### src/hw/rtl/bpd_pkg.sv
// Shared types and codes for the bounded position deque.
// No dependencies; used by every file in hw/rtl.
package bpd_pkg;

	localparam int DEFAULT_CAPACITY = 256;

	// request codes (req_type)
	localparam logic [2:0] OP_INS_HEAD = 3'd0;
	localparam logic [2:0] OP_INS_TAIL = 3'd1;
	localparam logic [2:0] OP_REM_HEAD = 3'd2;
	localparam logic [2:0] OP_REM_TAIL = 3'd3;
	localparam logic [2:0] OP_RD_HEAD  = 3'd4;
	localparam logic [2:0] OP_RD_TAIL  = 3'd5;
	localparam logic [2:0] OP_RD_INDEX = 3'd6;

	// result status codes
	localparam logic [1:0] ST_OK        = 2'd0;
	localparam logic [1:0] ST_FULL      = 2'd1;
	localparam logic [1:0] ST_EMPTY     = 2'd2;
	localparam logic [1:0] ST_OUT_RANGE = 2'd3;

	typedef struct packed {
		logic [2:0] req_type;
		logic [7:0] in_x;
		logic [7:0] in_y;
		logic [7:0] in_symbol;
		logic [7:0] read_index;
	} req_item_t;

	typedef struct packed {
		logic [1:0] status;
		logic       read_valid;
		logic [7:0] out_x;
		logic [7:0] out_y;
		logic [7:0] out_symbol;
		logic [8:0] list_count;
	} rsp_item_t;

	// one stored entry: symbol, y, x
	typedef struct packed {
		logic [7:0] symbol;
		logic [7:0] y;
		logic [7:0] x;
	} entry_t;

	// per-item result info that travels alongside the memory read
	typedef struct packed {
		logic [1:0] status;
		logic       read_valid;
		logic [8:0] list_count;
	} rsp_info_t;

endpackage

### src/hw/rtl/bpd_ctrl.sv
// Deque control: head pointer, fill count, slot arithmetic, stage-1 info.
// Depends on bpd_pkg; drives the bpd_store port.
module bpd_ctrl #(
	parameter int CAPACITY = bpd_pkg::DEFAULT_CAPACITY,
	localparam int AW = (CAPACITY > 1) ? $clog2(CAPACITY) : 1,
	localparam int SW = AW + 1,
	localparam int CW = $clog2(CAPACITY + 1),
	localparam int IW = (CW > 8) ? CW : 8
) (
	input  logic                  clk,
	input  logic                  arst_n,
	input  logic                  accept,
	input  bpd_pkg::req_item_t    req,
	input  logic                  adv_s1,
	output logic                  mem_we,
	output logic                  mem_re,
	output logic [AW-1:0]         mem_addr,
	output bpd_pkg::entry_t       mem_wdata,
	output logic                  valid_s1,
	output bpd_pkg::rsp_info_t    info_s1
);

	logic [AW-1:0] head_q, head_nxt, head_dec, head_inc;
	logic [CW-1:0] count_q, count_nxt, count_m1;
	logic          full, empty;
	logic [AW-1:0] pos, slot;
	logic [SW-1:0] slot_sum;
	logic [1:0]    status;
	logic          rd_hit;
	logic          wr_head;
	logic          valid_s1_q;
	bpd_pkg::rsp_info_t info_s1_q;

	assign full     = (count_q == CW'(CAPACITY));
	assign empty    = (count_q == '0);
	assign count_m1 = count_q - CW'(1);
	assign head_dec = (head_q == '0) ? AW'(CAPACITY - 1) : head_q - AW'(1);
	assign head_inc = (head_q == AW'(CAPACITY - 1)) ? '0 : head_q + AW'(1);

	// both operands below CAPACITY, so one conditional subtract wraps it
	assign slot_sum = {1'b0, head_q} + {1'b0, pos};
	assign slot = (slot_sum >= SW'(CAPACITY)) ? AW'(slot_sum - SW'(CAPACITY))
	                                          : slot_sum[AW-1:0];

	always_comb begin
		status    = bpd_pkg::ST_OK;
		rd_hit    = 1'b0;
		mem_we    = 1'b0;
		wr_head   = 1'b0;
		pos       = '0;
		head_nxt  = head_q;
		count_nxt = count_q;
		case (req.req_type)
			bpd_pkg::OP_INS_HEAD, bpd_pkg::OP_INS_TAIL: begin
				if (full) begin
					status = bpd_pkg::ST_FULL;
				end else begin
					mem_we    = 1'b1;
					count_nxt = count_q + CW'(1);
					pos       = count_q[AW-1:0];
					if (req.req_type == bpd_pkg::OP_INS_HEAD) begin
						wr_head  = 1'b1;
						head_nxt = head_dec;
					end
				end
			end
			bpd_pkg::OP_REM_HEAD, bpd_pkg::OP_REM_TAIL: begin
				if (empty) begin
					status = bpd_pkg::ST_EMPTY;
				end else begin
					count_nxt = count_m1;
					if (req.req_type == bpd_pkg::OP_REM_HEAD) begin
						head_nxt = head_inc;
					end
				end
			end
			bpd_pkg::OP_RD_HEAD, bpd_pkg::OP_RD_TAIL: begin
				if (empty) begin
					status = bpd_pkg::ST_EMPTY;
				end else begin
					rd_hit = 1'b1;
					if (req.req_type == bpd_pkg::OP_RD_TAIL) begin
						pos = count_m1[AW-1:0];
					end
				end
			end
			bpd_pkg::OP_RD_INDEX: begin
				if (empty) begin
					status = bpd_pkg::ST_EMPTY;
				end else if (IW'(req.read_index) >= IW'(count_q)) begin
					status = bpd_pkg::ST_OUT_RANGE;
				end else begin
					rd_hit = 1'b1;
					pos    = AW'(IW'(req.read_index));
				end
			end
			default: begin
				// unused code: no change, ok status
			end
		endcase
	end

	// write enable is only meaningful with accept; qualified at the top
	assign mem_re    = accept && rd_hit;
	assign mem_addr  = wr_head ? head_dec : slot;
	assign mem_wdata = '{symbol: req.in_symbol, y: req.in_y, x: req.in_x};

	always_ff @(posedge clk or negedge arst_n) begin
		if (!arst_n) begin
			head_q     <= '0;
			count_q    <= '0;
			valid_s1_q <= 1'b0;
		end else begin
			if (accept) begin
				head_q     <= head_nxt;
				count_q    <= count_nxt;
				valid_s1_q <= 1'b1;
			end else if (adv_s1) begin
				valid_s1_q <= 1'b0;
			end
		end
	end

	always_ff @(posedge clk) begin
		if (accept) begin
			info_s1_q <= '{status: status, read_valid: rd_hit,
			               list_count: 9'(count_nxt)};
		end
	end

	assign valid_s1 = valid_s1_q;
	assign info_s1  = info_s1_q;

endmodule

### config.mk
export PLATFORM = sky130hd
export DESIGN_NAME = bpd_ctrl
export DESIGN_NICKNAME = d
export VERILOG_FILES = /design/src/hw/rtl/bpd_pkg.sv /design/src/hw/rtl/bpd_ctrl.sv
export SDC_FILE = /design/constraint.sdc
export NUM_CORES = 1
export LEC_CHECK = 0
export ABC_AREA = 1
export BUFFER_PORTS_ARGS = -buffer_cell sky130_fd_sc_hd__buf_2
export CORE_MARGIN = 5
export CORE_UTILIZATION = 48
export DETAILED_ROUTE_END_ITERATION = 10
export GPL_TIMING_DRIVEN = 0
export PLACE_DENSITY_LB_ADDON = 0.25
export SLEW_MARGIN = 20
export SYNTH_ARGS = -nofsm -noshare
export SYNTH_HDL_FRONTEND = slang
export SYNTH_SLANG_ARGS = --single-unit
export TNS_END_PERCENT = 100
### constraint.sdc
create_clock -name clk -period 3.1 [get_ports clk]
set_clock_uncertainty 0.15 [all_clocks]
set_input_delay 0.155 -clock clk [delete_from_list [all_inputs] [get_ports clk]]
set_output_delay 0.155 -clock clk [all_outputs]
set_load 0.005 [all_outputs]
==> key figures, run 1 <==
Run status
  – Outcome: finished with violations
  – Failing checks: setup timing

Clock tree
  – TritonCTS clock tree: yes
  – H-tree Lvls: 2
  – Clock root buffer master: clkbuf_8
  – Num CTS Buffers: 5
  – Max clock buf depth: 2
  – Clk_lat worst skew: just under 300 ps
  – CTS sink cnt: 30
  – Clock Pin Slew Worst Setup and Hold Paths: roughly 70 ps

Route
  – Initial drt markers: approximately 180
  – DRT antenna net count: 0
  – # DRC: 0
  – Via count: between 3k and 4k
  – Vias per inst: about 5.3
  – Total iterations of the first detailed-routing run: 7
  – Routed WL: around 8900 um
  – Wire length per cell: approximately 15 um

Worst setup path
  – Worst EP required: around 2800 ps
  – Family with the most delay on the worst path: compound AO/OA/AOI/OAI gates
  – Cell mode on critical path: a21oi_2
  – Worst Path Arrival: around 3300 ps
  – Maximum fanout along the worst path: 6
  – WP buf/inv: 3
  – CP max stage delay: ~430 ps
  – Crit-path slowest cell: dfrtp_2
  – Worst Setup Path Type: reg -> out
  – Worst-path cell chain: inv_4, ha_4, a21oi_2, nor2_1, a21oi_2, nand2_4, nor2_4, a22oi_1, o21ai_1, ha_2, inv_2, fa_2, o21ai_2, a21oi_2, o21ai_2, xor2_1, nand2_1, nand2_1, buf_2
  – Crit. End Element: output port
  – Startpoint Class: flop

Placement
  – Placer Congestion: ~0.9
  – # port buffers: 61
  – DP HPWL: 6450 um
  – Place WS: -536 ps
  – Post-placement cell area: roughly 0.0035 sq mm

STA
  – Fin crit period: ~3600 ps
  – Post-route setup TNS: -1960 ps
  – Hold_ws: 109 ps
  – Slew Limit Fails: 0
  – Final setup viols: 7
  – PnR worst setup slack: -450 ps
  – Relative slew slack: between 60 and 70%
  – Worst slew pin tran: around 500 ps
  – Fmax: 0.282 GHz
  – RSZ-0062 raised after global routing: true
  – Final hold violation count: 0
  – Period utilization: 115%

Global routing
  – First-pass GRT wire length: roughly 14,000 um
  – Grt total ovfl: 0
  – Antenna violations before repair: 0
  – Vias in the first global route: around 3k
  – GRT Overall Usage: a little over a fifth
  – Largest net degree at the start of global routing: 19

Cells and area
  – Diodes inserted: 0
  – Share of layout cells above drive strength 1: between 40% and 50%
  – Commonest non-fill, non-tap cell in the layout: nand2_1
  – Area delta synth->final: 29.5%
  – Final Cell Area: 0.00398 sq mm
  – Final #Nets: between 500 and 600
  – Most frequent cells in the layout: nand2_1, buf_2, buf_4, inv_1, o21ai_0

Synthesis
  – Post-synth EDFFs: 12
  – Syn Nets: 480
  – Cell count after synthesis: roughly 420
  – Yosys cell types: 39
  – Warnings, synthesis: 0
  – Seq/Total Area, Yosys: 26.4%
  – Main flop type after synthesis: dfrtp_1
  – Synth Cell Area: 0.00307 sq mm
  – Ys async rst share: roughly 60%
  – Syn Area/Cell: roughly 7.4 sq um
  – Register bit total from synthesis: 30

Floorplanning
  – DIE HEIGHT: approximately 90 um
  – Die ar.: 0.00811 sq mm
  – Initial Utilization: approximately 50%
  – I/O pins: 86
  – Row count: 29
  – Core area: 0.00628 sq mm
  – Die X: between 90 and 100 um

Run
  – # Max-Cap Violations: 0

Power
  – LEAKAGE: 1.96 nW
  – Highest ir drop seen on vdd: around 0.00042 V
  – Power per cell area: between 800 and 900 mW/mm^2

Hold path
  – Hold Path Class: in -> reg
[power breakdown]
part	total, mW	internal, mW	switching (mW)
combinational	2.17	0.939	1.23
sequential	0.711	0.574	0.138
clock	0.312	0.154	0.158
[metrics by stage]
stage                     std cells  utilization [%]  power, mW
after global routing            589             63.4       3.49
after floorplan                 416                -       1.96
after global placement          554             55.6       2.37
after CTS                       582             60.8       3.00
after detailed placement        554             55.6       2.43
final                           589             63.4       3.19
[path summary, 6_finish.rpt]
| kind | slack (ps) | startpoint | endpoint | cells past startpoint |
|---|---|---|---|---|
| min in group asynchronous | 210 | arst_n | head_q[5] | 2 |
| worst min-delay path | 110 | accept | info_s1[11] | 1 |
| worst min register to register | 370 | valid_s1 | valid_s1 | 2 |
| worst max register to register | 1080 | count_q[6] | info_s1[11] | 10 |
| worst max-delay path | -450 | count_q[6] | mem_addr[6] | 19 |
| max in group asynchronous | 2230 | arst_n | count_q[3] | 2 |
[state kept, by name, summed over array words and instances, names as in the netlist]
name / cells
info_s1: 12
head_q: 8
count_q: 9
valid_s1: 1
[synth_stat cells (2+ instances only)]
library cell / number / area (sq um)
nand3b_1: 4 / 30.0
inv_2: 4 / 15.0
buf_2: 3 / 15.0
ha_1: 24 / 300
o21ai_1: 4 / 20.0
xnor2_1: 5 / 43.8
nor2_1: 26 / 97.6
nor3_2: 3 / 30.0
o211ai_2: 2 / 25.0
buf_4: 25 / 188
a21o_1: 2 / 15.0
o211ai_1: 7 / 52.6
nand2_1: 107 / 402
o21ai_0: 29 / 145
edfxtp_1: 12 / 360
xor2_1: 9 / 78.8
a21oi_1: 16 / 80.1
o21ai_2: 8 / 70.1
clkinv_1: 3 / 11.3
clkbuf_1: 3 / 11.3
nand4_1: 8 / 50.1
inv_1: 39 / 146
nor3_1: 5 / 25.0
nand3_1: 24 / 120
dfrtp_1: 18 / 450
nor2_4: 4 / 45.0
nand2_4: 4 / 45.0
nand2_2: 4 / 25.0
buf_6: 2 / 22.5
a22oi_1: 3 / 22.5
[layer usage]
| metal | global-route usage [%] | vias to the layer above | routed length [um] |
|---|---|---|---|
| li1 | - | 1546 | - |
| met1 | 25.3 | 1451 | 3580 |
| met2 | 38.0 | 124 | 4530 |
| met3 | 3.76 | 23 | 493 |
| met4 | 7.57 | 0 | 259 |
| met5 | 0 | - | 0 |
[worst register-to-register path, stage by stage, from the launching register on]
cell	delay, ps
dfrtp_2	430
inv_4	100
ha_4	210
a21oi_2	120
nor2_1	60
a21oi_2	200
nand2_4	90
buf_4	130
buf_4	120
nor2_1	70
o21ai_0	90
[cell type report]
class / count / area (sq um)
sequential: 30 / 816
multi-input combinational: 306 / 2050
buffer: 32 / 225
fill: 559 / 2290
inverter: 47 / 190
clock buffer: 6 / 72.6
clock inverter: 2 / 8.76
tap: 77 / 96.3
timing repair buffer: 89 / 528
[cell families (layout without fill, tap and decap cells)]
group                    count (synthesis)  after routing  synth area share (%)
AND/OR/NAND/NOR                        191            191                  29.3
buffers and inverters                   80            176                  13.6
AO/OA/AOI/OAI                           75             75                  16.0
flip-flops                              30             30                  26.4
adder cells (fa/ha/maj)                 25             25                  10.4
XOR/XNOR                                14             14                  3.99
multiplexers                             1              1                 0.326
[timing repair]
action	4_1_cts	5_1_grt
gates resized for setup	27	27
cloned	0	0
setup buffers	18	8
pin swaps	17	24
hold endpoints to repair	19	0
endpoints found under the setup margin	7	7
hold buffers	2	0
No activity file was read; power rests on OpenSTA's default activity.
==> inputs of run 2 (changes only) <==
--- a/config.mk
+++ b/config.mk
@@ -11,7 +11,7 @@
 export CORE_UTILIZATION = 48
 export DETAILED_ROUTE_END_ITERATION = 10
 export GPL_TIMING_DRIVEN = 0
-export PLACE_DENSITY_LB_ADDON = 0.25
+export PLACE_DENSITY = 0.75
 export SLEW_MARGIN = 20
 export SYNTH_ARGS = -nofsm -noshare
 export SYNTH_HDL_FRONTEND = slang
==> key figures, run 2 (synthesis gave the netlist of run 1 again) <==
Cells and area
  – Non-Filler Instances: 600
  – Area delta synth->final: 33.8%
  – Final #Nets: ~590
  – Share of layout cells above drive strength 1: a little over two fifths
  – Commonest non-fill, non-tap cell in the layout: nand2_1
  – Max reg flops: 12
  – Most frequent cells in the layout: nand2_1, buf_2, buf_4, inv_1, o21ai_0
  – Diodes inserted: 0

Route
  – Wire length per cell: 15.2 um
  – DRT antenna net count: 0
  – Highest routed layer: met4
  – Total iterations of the first detailed-routing run: 5
  – Routed WL: slightly above 9000 um
  – Vias per inst: 5.38
  – Met2 wire len: 4660 um
  – Initial drt markers: roughly 240
  – # DRC: 0
  – Via count: 3,228
  – Met3 wire len: 578 um
  – Routed met1 length: about 3600 um

Power
  – Highest ir drop seen on vdd: 0.000489 V
  – Power per cell area: 819 mW/mm^2
  – LEAKAGE: about 2 nW

Placement
  – DP HPWL: ~6200 um
  – # port buffers: 61
  – Placer Congestion: between 0.9 and 1
  – Place WS: -496 ps
  – Placed insts: between 500 and 600

Clock tree
  – Max clock buf depth: 2
  – Clock root buffer master: clkbuf_8
  – H-tree Lvls: 2
  – Clock Pin Slew Worst Setup and Hold Paths: approximately 80 ps
  – Clk_lat worst skew: 300 ps
  – Num CTS Buffers: 5
  – CTS sink cnt: 30
  – TritonCTS clock tree: yes

Global routing
  – GRT Overall Usage: between 20% and 30%
  – Antenna violations before repair: 0
  – Vias in the first global route: around 3k
  – Grt total ovfl: 0
  – First-pass GRT wire length: 14,100 um
  – Largest net degree at the start of global routing: 19

Worst setup path
  – Startpoint Class: flop
  – Worst Path Arrival: around 3300 ps
  – Worst Setup Path Type: reg -> out
  – Reg2Reg Setup Slack: 910 ps
  – Crit. End Element: output port
  – Worst EP required: approximately 2800 ps
  – Maximum fanout along the worst path: 2

STA
  – Final hold violation count: 0
  – Slew Limit Fails: 0
  – Fin crit period: 3580 ps
  – Final setup viols: 7
  – Relative slew slack: between 60% and 70%
  – Period utilization: 116%
  – PnR worst setup slack: -484 ps
  – RSZ-0062 raised after global routing: true
  – Worst slew pin tran: 494 ps
  – Fmax: approximately 0.28 GHz

Run status
  – Outcome: finished with violations
  – Failing checks: setup timing

Floorplanning
  – Initial Utilization: 49.0%
  – Row count: 29
  – I/O pins: 86
  – Die ar.: just over 0.008 sq mm
  – DIE HEIGHT: about 90 um
  – Core area: roughly 0.0063 sq mm
  – Die X: 90.0 um

Hold path
  – Hold Path Class: in -> reg

Run
  – # Max-Cap Violations: 0
[run 2: cell types whose count changed in the layout (fill, tap and decap cells not counted), moves of 2 or more]
cell / previous run / this run
dfrtp_2: 4 / 6
dfrtp_1: 14 / 12
buf_4: 49 / 58
buf_6: 3 / 5
[run 2: per-layer routing]
layer	up-vias	track usage, %
li1	1573	-
met1	1481	24.3
met2	145	36.2
met3	29	3.84
met4	0	8.81
met5	-	0
[run 2: area by class of cell]
type | instances | area (sq um)
Multi-Input combinational cell | 306 | 2080
Buffer | 32 | 225
Fill cell | 517 | 2160
Timing Repair Buffer | 100 | 618
Clock buffer | 6 | 72.6
Tap cell | 77 | 96.3
Clock inverter | 2 | 10.0
Sequential cell | 30 | 818
Inverter | 47 | 194
[run 2: metrics by stage]
stage               total power, mW  setup TNS (ps)  utilization, %  hold slack [ps]  area (sq um)
floorplan                      1.96               0               -             -291          3090
finish                         3.37           -2340            65.5              103          4110
global placement               2.37           -1290            55.6            -21.2          3490
CTS                            3.04           -2160            61.6              113          3870
detailed placement             2.42           -1400            55.6            -5.22          3490
global route                   3.64           -3650            65.5              115          4110
[run 2: final timing paths]
check	cells past startpoint	to	start
worst max register to register	13	count_q[2]	count_q[1]
min in group asynchronous	2	head_q[3]	arst_n
worst min register to register	2	valid_s1	valid_s1
worst min-delay path	1	info_s1[2]	accept
max in group asynchronous	2	count_q[0]	arst_n
worst max-delay path	21	mem_addr[6]	count_q[3]
[run 2: critical path: stages, from the launching register on]
cell and delay [ps]:
dfrtp_2 430, inv_4 70, ha_4 190, nand2_1 70, inv_2 50, a21oi_2 140
nand2_2 100, nand2_2 110, nand2_4 70, nor2_4 170, a22oi_2 70, o21ai_1 120
ha_2 210, inv_2 40, fa_2 340, o21ai_2 160, a21oi_2 80, o21ai_1 150
xor2_1 170, nand2_1 90, nand2_1 70, buf_2 100
[run 2: power by group]
part | internal (mW) | total (mW) | switching [mW]
logic | 1.03 | 2.32 | 1.29
clock network | 0.156 | 0.325 | 0.169
registers | 0.576 | 0.722 | 0.146
total | 1.77 | 3.37 | 1.60
[run 2: what timing repair did]
action	4_1_cts	5_1_grt
endpoints found under the hold margin	19	0
setup endpoints to repair	7	7
resized for setup	30	35
buffers inserted	23	15
hold buffers	2	0
pin swaps	23	27
